===== src/sv/tvsl_pkg.sv =====
// ----------------------------------------------------------------------------
// tvsl_pkg
// Shared types and constants for the touch virtual stick and look unit.
// ----------------------------------------------------------------------------
package tvsl_pkg;

  // Event kinds carried on the input sideband
  typedef enum logic [2:0] {
    CMD_DOWN    = 3'd0,
    CMD_MOVE    = 3'd1,
    CMD_UP      = 3'd2,
    CMD_CANCEL  = 3'd3,
    CMD_CONFIRM = 3'd4,
    CMD_CONSUME = 3'd5
  } cmd_t;

  // Configuration register indexes
  localparam logic [1:0] CFG_HALF_WIDTH = 2'd0;
  localparam logic [1:0] CFG_DEADZONE   = 2'd1;
  localparam logic [1:0] CFG_TAP_TRAVEL = 2'd2;
  localparam logic [1:0] CFG_TAP_TIME   = 2'd3;

  // Field widths
  localparam int unsigned ID_W    = 16;
  localparam int unsigned POS_W   = 12;
  localparam int unsigned TIME_W  = 32;
  localparam int unsigned CMD_W   = 3;
  localparam int unsigned CFG_W   = 32;
  localparam int unsigned IDX_W   = 2;
  localparam int unsigned IN_W    = 72;
  localparam int unsigned OUT_W   = 88;
  localparam int unsigned MAG_W   = 7;
  localparam int unsigned SUM_W   = 16;
  localparam int unsigned STICK_W = 16;
  localparam int unsigned ORBIT_W = 26;
  localparam int unsigned TILT_W  = 25;

  // Stick travel for full deflection, and 16384/70 as a 2^-16 scaled reciprocal
  localparam logic [MAG_W-1:0] STICK_RADIUS = 7'd70;
  localparam logic [23:0]      DEFL_RECIP   = 24'd15339169;
  localparam int unsigned      DEFL_SHIFT   = 16;

  // Pixel-to-radian scales in Q.16 with seven extra fraction bits
  localparam logic [17:0] ORBIT_MUL = 18'd67109;
  localparam logic [17:0] TILT_MUL  = 18'd41943;

  // Pixel sum clamp
  localparam logic signed [SUM_W:0] SUM_LIMIT = 17'sd32767;

  // One accepted input word
  typedef struct packed {
    logic [CMD_W-1:0]  cmd;
    logic [ID_W-1:0]   touch_id;
    logic [POS_W-1:0]  pos_x;
    logic [POS_W-1:0]  pos_y;
    logic [TIME_W-1:0] time_us;
  } item_t;

  // State captured at a consume, handed to the scaling stage
  typedef struct packed {
    logic                    fwd_neg;
    logic [MAG_W-1:0]        fwd_mag;
    logic                    str_neg;
    logic [MAG_W-1:0]        str_mag;
    logic signed [SUM_W-1:0] orbit_sum;
    logic signed [SUM_W-1:0] tilt_sum;
    logic                    jump;
  } snap_t;

endpackage


===== src/sv/tvsl_track.sv =====
// ----------------------------------------------------------------------------
// tvsl_track
// Input register, configuration registers and finger tracking state. Each
// accepted word updates the state as it leaves the input register; a consume
// also captures a snapshot for the scaling stage.
// ----------------------------------------------------------------------------
module tvsl_track (
  input  logic                         clk,
  input  logic                         rst,
  input  logic                         cfg_we,
  input  logic [tvsl_pkg::IDX_W-1:0]   cfg_addr,
  input  logic [tvsl_pkg::CFG_W-1:0]   cfg_data,
  input  logic                         in_valid,
  output logic                         in_ready,
  input  tvsl_pkg::item_t              in_item,
  output logic                         snap_valid,
  input  logic                         snap_ready,
  output tvsl_pkg::snap_t              snap
);

  typedef struct packed {
    logic                        neg;
    logic [tvsl_pkg::MAG_W-1:0]  mag;
  } defl_t;

  // Deadzone and clamp of one stick axis offset
  function automatic defl_t defl_prep(input logic [tvsl_pkg::POS_W-1:0] cur,
                                      input logic [tvsl_pkg::POS_W-1:0] org,
                                      input logic [7:0]                 dz);
    logic signed [tvsl_pkg::POS_W:0] d;
    logic [tvsl_pkg::POS_W-1:0]      m;
    defl_t                           r;
    d = $signed({1'b0, cur}) - $signed({1'b0, org});
    m = d[tvsl_pkg::POS_W] ? tvsl_pkg::POS_W'(-d) : d[tvsl_pkg::POS_W-1:0];
    r.neg = d[tvsl_pkg::POS_W];
    if (m < {4'd0, dz}) begin
      r.mag = '0;
    end else if (m > {5'd0, tvsl_pkg::STICK_RADIUS}) begin
      r.mag = tvsl_pkg::STICK_RADIUS;
    end else begin
      r.mag = m[tvsl_pkg::MAG_W-1:0];
    end
    return r;
  endfunction

  // Clamp a widened pixel sum to the symmetric limit
  function automatic logic signed [tvsl_pkg::SUM_W-1:0] sat_sum(
      input logic signed [tvsl_pkg::SUM_W:0] v);
    logic signed [tvsl_pkg::SUM_W:0] r;
    if (v > tvsl_pkg::SUM_LIMIT) begin
      r = tvsl_pkg::SUM_LIMIT;
    end else if (v < -tvsl_pkg::SUM_LIMIT) begin
      r = -tvsl_pkg::SUM_LIMIT;
    end else begin
      r = v;
    end
    return r[tvsl_pkg::SUM_W-1:0];
  endfunction

  // Configuration registers
  logic [tvsl_pkg::POS_W-1:0]  half_width;
  logic [7:0]                  stick_deadzone;
  logic [15:0]                 tap_travel_limit;
  logic [tvsl_pkg::TIME_W-1:0] tap_time_limit_us;

  always_ff @(posedge clk) begin
    if (rst) begin
      half_width        <= 12'd240;
      stick_deadzone    <= 8'd8;
      tap_travel_limit  <= 16'd12;
      tap_time_limit_us <= 32'd240000;
    end else if (cfg_we) begin
      case (cfg_addr)
        tvsl_pkg::CFG_HALF_WIDTH: half_width        <= cfg_data[tvsl_pkg::POS_W-1:0];
        tvsl_pkg::CFG_DEADZONE:   stick_deadzone    <= cfg_data[7:0];
        tvsl_pkg::CFG_TAP_TRAVEL: tap_travel_limit  <= cfg_data[15:0];
        tvsl_pkg::CFG_TAP_TIME:   tap_time_limit_us <= cfg_data;
        default: ;
      endcase
    end
  end

  // Input register
  logic            a_valid;
  tvsl_pkg::item_t a_item;
  logic            is_consume;
  logic            a_adv;

  assign is_consume = (a_item.cmd == tvsl_pkg::CMD_CONSUME);
  assign a_adv      = a_valid && (!is_consume || !snap_valid || snap_ready);
  assign in_ready   = !a_valid || a_adv;

  always_ff @(posedge clk) begin
    if (rst) begin
      a_valid <= 1'b0;
    end else if (in_ready) begin
      a_valid <= in_valid;
    end
  end

  always_ff @(posedge clk) begin
    if (in_ready && in_valid) begin
      a_item <= in_item;
    end
  end

  // Tracking state
  logic                           stick_active, stick_active_next;
  logic [tvsl_pkg::ID_W-1:0]      stick_finger, stick_finger_next;
  logic [tvsl_pkg::POS_W-1:0]     stick_origin_x, stick_origin_x_next;
  logic [tvsl_pkg::POS_W-1:0]     stick_origin_y, stick_origin_y_next;
  logic [tvsl_pkg::POS_W-1:0]     stick_cur_x, stick_cur_x_next;
  logic [tvsl_pkg::POS_W-1:0]     stick_cur_y, stick_cur_y_next;
  logic                           look_active, look_active_next;
  logic [tvsl_pkg::ID_W-1:0]      look_finger, look_finger_next;
  logic [tvsl_pkg::POS_W-1:0]     look_cur_x, look_cur_x_next;
  logic [tvsl_pkg::POS_W-1:0]     look_cur_y, look_cur_y_next;
  logic [15:0]                    look_travel, look_travel_next;
  logic [tvsl_pkg::TIME_W-1:0]    look_press_time, look_press_time_next;
  logic signed [tvsl_pkg::SUM_W-1:0] orbit_pixel_sum, orbit_pixel_sum_next;
  logic signed [tvsl_pkg::SUM_W-1:0] tilt_pixel_sum, tilt_pixel_sum_next;
  logic                           jump_pending, jump_pending_next;

  // Look-move arithmetic
  logic                           stick_hit, look_hit;
  logic signed [tvsl_pkg::POS_W:0] dx, dy;
  logic [tvsl_pkg::POS_W-1:0]     adx, ady;
  logic [16:0]                    travel_sum;
  logic [tvsl_pkg::TIME_W-1:0]    press_len;
  logic                           is_tap;

  assign stick_hit  = stick_active && (stick_finger == a_item.touch_id);
  assign look_hit   = look_active && (look_finger == a_item.touch_id) && !stick_hit;
  assign dx         = $signed({1'b0, a_item.pos_x}) - $signed({1'b0, look_cur_x});
  assign dy         = $signed({1'b0, a_item.pos_y}) - $signed({1'b0, look_cur_y});
  assign adx        = dx[tvsl_pkg::POS_W] ? tvsl_pkg::POS_W'(-dx) : dx[tvsl_pkg::POS_W-1:0];
  assign ady        = dy[tvsl_pkg::POS_W] ? tvsl_pkg::POS_W'(-dy) : dy[tvsl_pkg::POS_W-1:0];
  assign travel_sum = {1'b0, look_travel} + {5'd0, adx} + {5'd0, ady};
  assign press_len  = a_item.time_us - look_press_time;
  assign is_tap     = (look_travel < tap_travel_limit) && (press_len < tap_time_limit_us);

  // Next state for the word in the input register
  always_comb begin
    stick_active_next    = stick_active;
    stick_finger_next    = stick_finger;
    stick_origin_x_next  = stick_origin_x;
    stick_origin_y_next  = stick_origin_y;
    stick_cur_x_next     = stick_cur_x;
    stick_cur_y_next     = stick_cur_y;
    look_active_next     = look_active;
    look_finger_next     = look_finger;
    look_cur_x_next      = look_cur_x;
    look_cur_y_next      = look_cur_y;
    look_travel_next     = look_travel;
    look_press_time_next = look_press_time;
    orbit_pixel_sum_next = orbit_pixel_sum;
    tilt_pixel_sum_next  = tilt_pixel_sum;
    jump_pending_next    = jump_pending;
    case (a_item.cmd)
      tvsl_pkg::CMD_DOWN: begin
        if (a_item.pos_x < half_width) begin
          if (!stick_active) begin
            stick_active_next   = 1'b1;
            stick_finger_next   = a_item.touch_id;
            stick_origin_x_next = a_item.pos_x;
            stick_origin_y_next = a_item.pos_y;
            stick_cur_x_next    = a_item.pos_x;
            stick_cur_y_next    = a_item.pos_y;
          end
        end else if (!look_active) begin
          look_active_next     = 1'b1;
          look_finger_next     = a_item.touch_id;
          look_cur_x_next      = a_item.pos_x;
          look_cur_y_next      = a_item.pos_y;
          look_travel_next     = '0;
          look_press_time_next = a_item.time_us;
        end
      end
      tvsl_pkg::CMD_MOVE: begin
        if (stick_hit) begin
          stick_cur_x_next = a_item.pos_x;
          stick_cur_y_next = a_item.pos_y;
        end else if (look_hit) begin
          look_travel_next     = travel_sum[16] ? 16'hFFFF : travel_sum[15:0];
          orbit_pixel_sum_next = sat_sum(orbit_pixel_sum + 17'(dx));
          tilt_pixel_sum_next  = sat_sum(tilt_pixel_sum - 17'(dy));
          look_cur_x_next      = a_item.pos_x;
          look_cur_y_next      = a_item.pos_y;
        end
      end
      tvsl_pkg::CMD_UP, tvsl_pkg::CMD_CANCEL: begin
        if (stick_hit) begin
          stick_active_next = 1'b0;
        end else if (look_hit) begin
          if ((a_item.cmd == tvsl_pkg::CMD_UP) && is_tap) begin
            jump_pending_next = 1'b1;
          end
          look_active_next = 1'b0;
        end
      end
      tvsl_pkg::CMD_CONFIRM: begin
        jump_pending_next = 1'b1;
      end
      tvsl_pkg::CMD_CONSUME: begin
        orbit_pixel_sum_next = '0;
        tilt_pixel_sum_next  = '0;
        jump_pending_next    = 1'b0;
      end
      default: ;
    endcase
  end

  // Commit state when the word leaves the input register
  always_ff @(posedge clk) begin
    if (rst) begin
      stick_active    <= 1'b0;
      stick_finger    <= '0;
      stick_origin_x  <= '0;
      stick_origin_y  <= '0;
      stick_cur_x     <= '0;
      stick_cur_y     <= '0;
      look_active     <= 1'b0;
      look_finger     <= '0;
      look_cur_x      <= '0;
      look_cur_y      <= '0;
      look_travel     <= '0;
      look_press_time <= '0;
      orbit_pixel_sum <= '0;
      tilt_pixel_sum  <= '0;
      jump_pending    <= 1'b0;
    end else if (a_adv) begin
      stick_active    <= stick_active_next;
      stick_finger    <= stick_finger_next;
      stick_origin_x  <= stick_origin_x_next;
      stick_origin_y  <= stick_origin_y_next;
      stick_cur_x     <= stick_cur_x_next;
      stick_cur_y     <= stick_cur_y_next;
      look_active     <= look_active_next;
      look_finger     <= look_finger_next;
      look_cur_x      <= look_cur_x_next;
      look_cur_y      <= look_cur_y_next;
      look_travel     <= look_travel_next;
      look_press_time <= look_press_time_next;
      orbit_pixel_sum <= orbit_pixel_sum_next;
      tilt_pixel_sum  <= tilt_pixel_sum_next;
      jump_pending    <= jump_pending_next;
    end
  end

  // Snapshot register for a consume
  defl_t fwd_d, str_d;

  assign fwd_d = defl_prep(stick_cur_y, stick_origin_y, stick_deadzone);
  assign str_d = defl_prep(stick_cur_x, stick_origin_x, stick_deadzone);

  always_ff @(posedge clk) begin
    if (rst) begin
      snap_valid <= 1'b0;
    end else if (a_adv && is_consume) begin
      snap_valid <= 1'b1;
    end else if (snap_ready) begin
      snap_valid <= 1'b0;
    end
  end

  always_ff @(posedge clk) begin
    if (a_adv && is_consume) begin
      snap.fwd_neg   <= fwd_d.neg;
      snap.fwd_mag   <= stick_active ? fwd_d.mag : '0;
      snap.str_neg   <= str_d.neg;
      snap.str_mag   <= stick_active ? str_d.mag : '0;
      snap.orbit_sum <= orbit_pixel_sum;
      snap.tilt_sum  <= tilt_pixel_sum;
      snap.jump      <= jump_pending;
    end
  end

endmodule


===== src/sv/tvsl_scale.sv =====
// ----------------------------------------------------------------------------
// tvsl_scale
// Result stage: scales a consume snapshot to stick deflections and look
// angles and holds the finished word in the output register.
// ----------------------------------------------------------------------------
module tvsl_scale (
  input  logic                             clk,
  input  logic                             rst,
  input  logic                             snap_valid,
  output logic                             snap_ready,
  input  tvsl_pkg::snap_t                  snap,
  output logic                             out_valid,
  input  logic                             out_ready,
  output logic signed [tvsl_pkg::STICK_W-1:0] forward,
  output logic signed [tvsl_pkg::STICK_W-1:0] strafe,
  output logic signed [tvsl_pkg::ORBIT_W-1:0] orbit,
  output logic signed [tvsl_pkg::TILT_W-1:0]  tilt,
  output logic                             jump
);

  // Deflection: magnitude times 16384/70, truncated
  logic [30:0]            fwd_prod, str_prod;
  logic [14:0]            fwd_q, str_q;
  logic signed [15:0]     fwd_val, str_val;

  assign fwd_prod = {24'd0, snap.fwd_mag} * {7'd0, tvsl_pkg::DEFL_RECIP};
  assign str_prod = {24'd0, snap.str_mag} * {7'd0, tvsl_pkg::DEFL_RECIP};
  assign fwd_q    = fwd_prod[tvsl_pkg::DEFL_SHIFT+14:tvsl_pkg::DEFL_SHIFT];
  assign str_q    = str_prod[tvsl_pkg::DEFL_SHIFT+14:tvsl_pkg::DEFL_SHIFT];
  // Forward is the negated vertical deflection
  assign fwd_val  = snap.fwd_neg ? $signed({1'b0, fwd_q}) : -$signed({1'b0, fwd_q});
  assign str_val  = snap.str_neg ? -$signed({1'b0, str_q}) : $signed({1'b0, str_q});

  // Look angles: round-half-up then floor by 128
  logic signed [33:0] orbit_prod, tilt_prod;
  logic signed [33:0] orbit_rnd, tilt_rnd;

  assign orbit_prod = snap.orbit_sum * $signed({1'b0, tvsl_pkg::ORBIT_MUL});
  assign tilt_prod  = snap.tilt_sum * $signed({1'b0, tvsl_pkg::TILT_MUL});
  assign orbit_rnd  = orbit_prod + 34'sd64;
  assign tilt_rnd   = tilt_prod + 34'sd64;

  // Output register
  assign snap_ready = !out_valid || out_ready;

  always_ff @(posedge clk) begin
    if (rst) begin
      out_valid <= 1'b0;
    end else if (snap_ready) begin
      out_valid <= snap_valid;
    end
  end

  always_ff @(posedge clk) begin
    if (snap_ready && snap_valid) begin
      forward <= fwd_val;
      strafe  <= str_val;
      orbit   <= orbit_rnd[32:7];
      tilt    <= tilt_rnd[31:7];
      jump    <= snap.jump;
    end
  end

endmodule


===== src/sv/touch_virtual_stick_and_look_unit.sv =====
// ----------------------------------------------------------------------------
// touch_virtual_stick_and_look_unit
// Virtual joystick and look pad from touch events, with tap-to-jump.
//
//   channel  dir  handshake          payload
//   s_*      in   s_tvalid/s_tready  tuser: cmd; tdata: id, x, y, time
//   m_*      out  m_tvalid/m_tready  tdata: forward, strafe, orbit, tilt, jump
//   cfg_*    in   cfg_we             cfg_addr index, cfg_data value
//
// One word per cycle sustained unless a consume waits on a stalled output.
// Each word is held in the input register, where the tracking state is
// updated; a consume then goes through a snapshot register and the output
// register. Reset is synchronous and restores the register defaults and
// clears all tracking state. A stalled output holds only consume words;
// other events keep flowing while a result waits.
// ----------------------------------------------------------------------------
module touch_virtual_stick_and_look_unit (
  input  logic                       clk,
  input  logic                       rst,
  // cfg
  input  logic                       cfg_we,
  input  logic [tvsl_pkg::IDX_W-1:0] cfg_addr,
  input  logic [tvsl_pkg::CFG_W-1:0] cfg_data,
  // input events
  input  logic                       s_tvalid,
  output logic                       s_tready,
  input  logic [tvsl_pkg::IN_W-1:0]  s_tdata,   // touch_id, pos_x, pos_y, time_us
  input  logic [tvsl_pkg::CMD_W-1:0] s_tuser,   // cmd
  // results
  output logic                       m_tvalid,
  input  logic                       m_tready,
  output logic [tvsl_pkg::OUT_W-1:0] m_tdata    // forward, strafe, orbit, tilt, jump
);

  tvsl_pkg::item_t in_item;
  tvsl_pkg::snap_t snap;
  logic            snap_valid;
  logic            snap_ready;

  logic signed [tvsl_pkg::STICK_W-1:0] forward;
  logic signed [tvsl_pkg::STICK_W-1:0] strafe;
  logic signed [tvsl_pkg::ORBIT_W-1:0] orbit;
  logic signed [tvsl_pkg::TILT_W-1:0]  tilt;
  logic                                jump;

  // Unpack the input word
  assign in_item.cmd      = s_tuser;
  assign in_item.touch_id = s_tdata[15:0];
  assign in_item.pos_x    = s_tdata[27:16];
  assign in_item.pos_y    = s_tdata[39:28];
  assign in_item.time_us  = s_tdata[71:40];

  tvsl_track u_track (
    .clk        (clk),
    .rst        (rst),
    .cfg_we     (cfg_we),
    .cfg_addr   (cfg_addr),
    .cfg_data   (cfg_data),
    .in_valid   (s_tvalid),
    .in_ready   (s_tready),
    .in_item    (in_item),
    .snap_valid (snap_valid),
    .snap_ready (snap_ready),
    .snap       (snap)
  );

  tvsl_scale u_scale (
    .clk        (clk),
    .rst        (rst),
    .snap_valid (snap_valid),
    .snap_ready (snap_ready),
    .snap       (snap),
    .out_valid  (m_tvalid),
    .out_ready  (m_tready),
    .forward    (forward),
    .strafe     (strafe),
    .orbit      (orbit),
    .tilt       (tilt),
    .jump       (jump)
  );

  // Pack the result word, zero fill to a whole byte
  assign m_tdata = {4'd0, jump, tilt, orbit, strafe, forward};

endmodule

===== config.mk =====
export PLATFORM = sky130hd
export DESIGN_NAME = touch_virtual_stick_and_look_unit
export DESIGN_NICKNAME = d
export VERILOG_FILES = /design/src/sv/tvsl_pkg.sv /design/src/sv/tvsl_track.sv /design/src/sv/tvsl_scale.sv /design/src/sv/touch_virtual_stick_and_look_unit.sv
export SDC_FILE = /design/constraint.sdc
export NUM_CORES = 2
export LEC_CHECK = 0
export BUFFER_PORTS_ARGS = -buffer_cell sky130_fd_sc_hd__buf_2
export CORE_MARGIN = 2
export CORE_UTILIZATION = 41
export DETAILED_ROUTE_END_ITERATION = 10
export GPL_TIMING_DRIVEN = 0
export PLACE_DENSITY_LB_ADDON = 0.15
export SETUP_SLACK_MARGIN = 0.4
export SLEW_MARGIN = 20
export SYNTH_ARGS = -nofsm -noshare
export SYNTH_HDL_FRONTEND = slang
export SYNTH_SLANG_ARGS = --single-unit

===== constraint.sdc =====
create_clock -name clk -period 8.11 [get_ports clk]
set_input_delay 0 -clock clk [delete_from_list [all_inputs] [get_ports clk]]
set_output_delay 0 -clock clk [all_outputs]
set_load 0.01 [all_outputs]

==> metrics <==
final hold vios 0; most used cell, CP o21ai_0; Post-CTS Setup Bufs 0; final setup violation count 0; Hold Path Class in -> reg; Async S/R FF share, synth 0%; CP startpoint u_track.a_item[44]; synth-to-layout area growth 16.62%; HPWL Detailed ~71,000 um; slowest library cell on the worst path edfxtp_1; Fillers 8,731; Initial DRT Pass Iterations 6; root buffer cell clkbuf_16; clock period minus worst slack ~7.0 ns; Yosys reg bits roughly 470; worst rel slew slack 23.98%; placer congestion estimate ~0.85; clk sink count between 400 and 500; antenna violations before repair 4; Synth cell types slightly below 90; CP Capture Type flip-flop; Synthesis Warnings 0; CTS Buf Count 58; status completed; Pwr per Cell Area between 150 and 200 nW/um^2; Starting Density 41.26%; Post-Synth Adder-Cell Area a little under 30%; via count roughly 27,000; clk_skew approximately 0.032 ns; area occupied by multi-input gates 23,080 um^2; synth top area cells ha_1, edfxtp_1, dfxtp_1; I/O Buffers 199; Starting DRT DRC Count between 1,000 and 1,500; Compound-Gate Fraction of Synth Area approximately an eighth; share of cells above drive strength 1 8.303%; Synth Flop Type dfxtp_1; gr ovfl total 0; CTS H-tree depth 2; placed cells between 5,000 and 6,000; RSZ-0062 raised after global routing no; boundary pin count a little over 200; sequential-to-total area share from yosys stat a little under a third; clock transition at the registers of the reported paths approximately 0.060 ns; xor and xnor fraction of the mapped netlist area around 6%; DRC Markers 0; mux contribution to synthesized area under 10%; Finished Layout Cells between 5,000 and 6,000; CP Data Required Time ~8.7 ns; Seq. cell area around 11,000 um^2; largest family of logic cells by synthesized area adder cells; slowest stage delay, CP 0.52 ns; Clock Tree Buf Depth 3; top-count cell post-synth inv_1; max-slew violations 0; Die W 304.5 um; Routed WL per cell between 15 and 20 um; largest fanout on the critical path 10; nets ~5,200; final period utilization a little under nine tenths; Worst VDD drop 166.0 uV; mapped cell area around 37,000 um^2; die area a little over 90,000 um^2; worst hold margin around 0.048 ns; area leader, netlist ha_1; simple-gate share of the synthesized area 11.38%; final WL a little under 90,000 um; WS Path Type reg -> reg; EDFF count, synth ~210; clock latency on the worst-skew pair 0.67 ns; top cell type's share of synthesized area a little under a fifth; first-pass GRT wire length 143,100 um; CTS tree built; die height ~300 um; LEAKAGE about 20 nW; total global-route track usage 19.12%; setup TNS 0 ns; Syn Area/Cell about 9.4 um^2; row cnt 110; antenna-violating nets left 0; hold_sp s_tdata[30]; Core ar. 89,740 um^2; reg-to-reg startpoint u_track.a_item[44]; crit path DAT 7.54 ns; worst-margin pin slew about 1.1 ns; synthesized instance count ~3,900; Max Clk Rate between 0.1 and 0.15 GHz; Max-Cap Viols 0; number of global-route vias before repair around 27,000; Commonest cells post-synth inv_1, ha_1, nand2_1; fin util just under 50%; largest net degree at the start of global routing 28; Worst setup SP type flip-flop; post-detailed-route via-to-cell ratio approximately 5
==> worst max-delay path: cells and delay by family (launching register included) <==
kind	cells	cell delay (ns)
AOI/OAI and AO/OA	20	3.77
adders and majority gates	4	1.41
buffers and inverters	3	0.62
DFF	1	0.52
and+or+nand+nor	3	0.33
xor gates and xnor gates	1	0.20
==> cell families after synthesis <==
family                     after synthesis
DFF                                    466
muxes                                  105
adders and majority gates              750
AOI/OAI and AO/OA                      757
xor gates and xnor gates               250
other                                    1
buffers and inverters                  684
and+or+nand+nor                        911
==> layer usage <==
layer | vias up | routed length, um | GRT usage, %
li1 | 14230 | - | -
met1 | 12750 | 41070 | 25.35
met2 | 356 | 41290 | 32.39
met3 | 109 | 2990 | 2.559
met4 | 8 | 2414 | 5.802
met5 | - | 60 | 0
==> cell usage in the layout, fill, tap and decap left out, drive strengths merged, types with 91 or more instances in the layout <==
master / Yosys / routed
xnor2: 156 / 156
a21o: 91 / 91
o21ai: 131 / 131
ha: 566 / 566
fa: 176 / 176
xor2: 94 / 94
inv: 583 / 591
edfxtp: 208 / 208
nand2: 314 / 314
a21oi: 255 / 255
clkbuf: 86 / 157
buf: 14 / 221
dfxtp: 258 / 258
mux2i: 103 / 103
nor2: 267 / 267
dlygate4sd3: 0 / 139
==> area by class of cell <==
type | instances | area share [%]
Antenna cell | 1 | 0.005795
Clock inverter | 40 | 0.9389
Clock buffer | 70 | 3.755
Tap cell | 1176 | 3.408
Inverter | 584 | 5.077
Multi-Input combinational cell | 2777 | 53.45
Timing Repair Buffer | 347 | 6.016
Sequential cell | 466 | 26.43
Buffer | 100 | 0.9215
==> power breakdown <==
group / leakage (nW) / total (mW) / switching, mW / internal (mW)
combinational: 15.1 / 2.03 / 1.13 / 0.908
sequential: 4.03 / 2.63 / 0.0618 / 2.57
clock: 1.00 / 2.72 / 1.13 / 1.60
total: 20.1 / 7.39 / 2.32 / 5.07
==> registers in the layout (all words and copies together) (netlist names), 8 cells and up <==
| name | cells |
|---|---|
| u_track.stick_deadzone | 8 |
| u_track.stick_origin_x | 12 |
| u_track.stick_origin_y | 12 |
| u_track.look_press_time | 32 |
| u_track.stick_cur_y | 12 |
| u_track.look_cur_x | 12 |
| u_track.half_width | 12 |
| u_track.tap_travel_limit | 16 |
| u_scale.strafe | 16 |
| u_scale.tilt | 25 |
| u_track.stick_cur_x | 12 |
| u_scale.orbit | 26 |
| u_track.look_travel | 16 |
| u_track.orbit_pixel_sum | 16 |
| u_track.tilt_pixel_sum | 16 |
| u_track.look_cur_y | 12 |
| u_track.snap | 49 |
| u_track.look_finger | 16 |
| u_track.tap_time_limit_us | 32 |
| u_track.stick_finger | 16 |
| u_track.a_item | 75 |
| u_scale.forward | 16 |
==> path summary, 6_finish.rpt <==
| path | end | slack (ns) | depth (start not counted) |
|---|---|---|---|
| min reg2reg | u_track.snap[12] | 0.43 | 0 |
| max reg2reg | u_track.look_travel[11] | 1.12 | 31 |
| min | u_track.a_item[34] | 0.05 | 2 |
| max | u_track.look_travel[11] | 1.12 | 31 |
==> what timing repair did <==
action	CTS	global route
endpoints found under the hold margin	165	0
endpoints found under the setup margin	0	16
resized for setup	0	6
hold buffers	139	0
==> stage by stage <==
stage,setup WS (ns),power [mW],cell area [um^2]
floorplan,2.035,4.192,37040
global placement,0.2743,4.655,39510
CTS,0.6555,7.498,43160
finish,1.123,7.385,43180
global route,0.4312,7.875,43180
detailed placement,0.6780,4.665,39750
No activity file was read; power rests on OpenSTA's default activity.
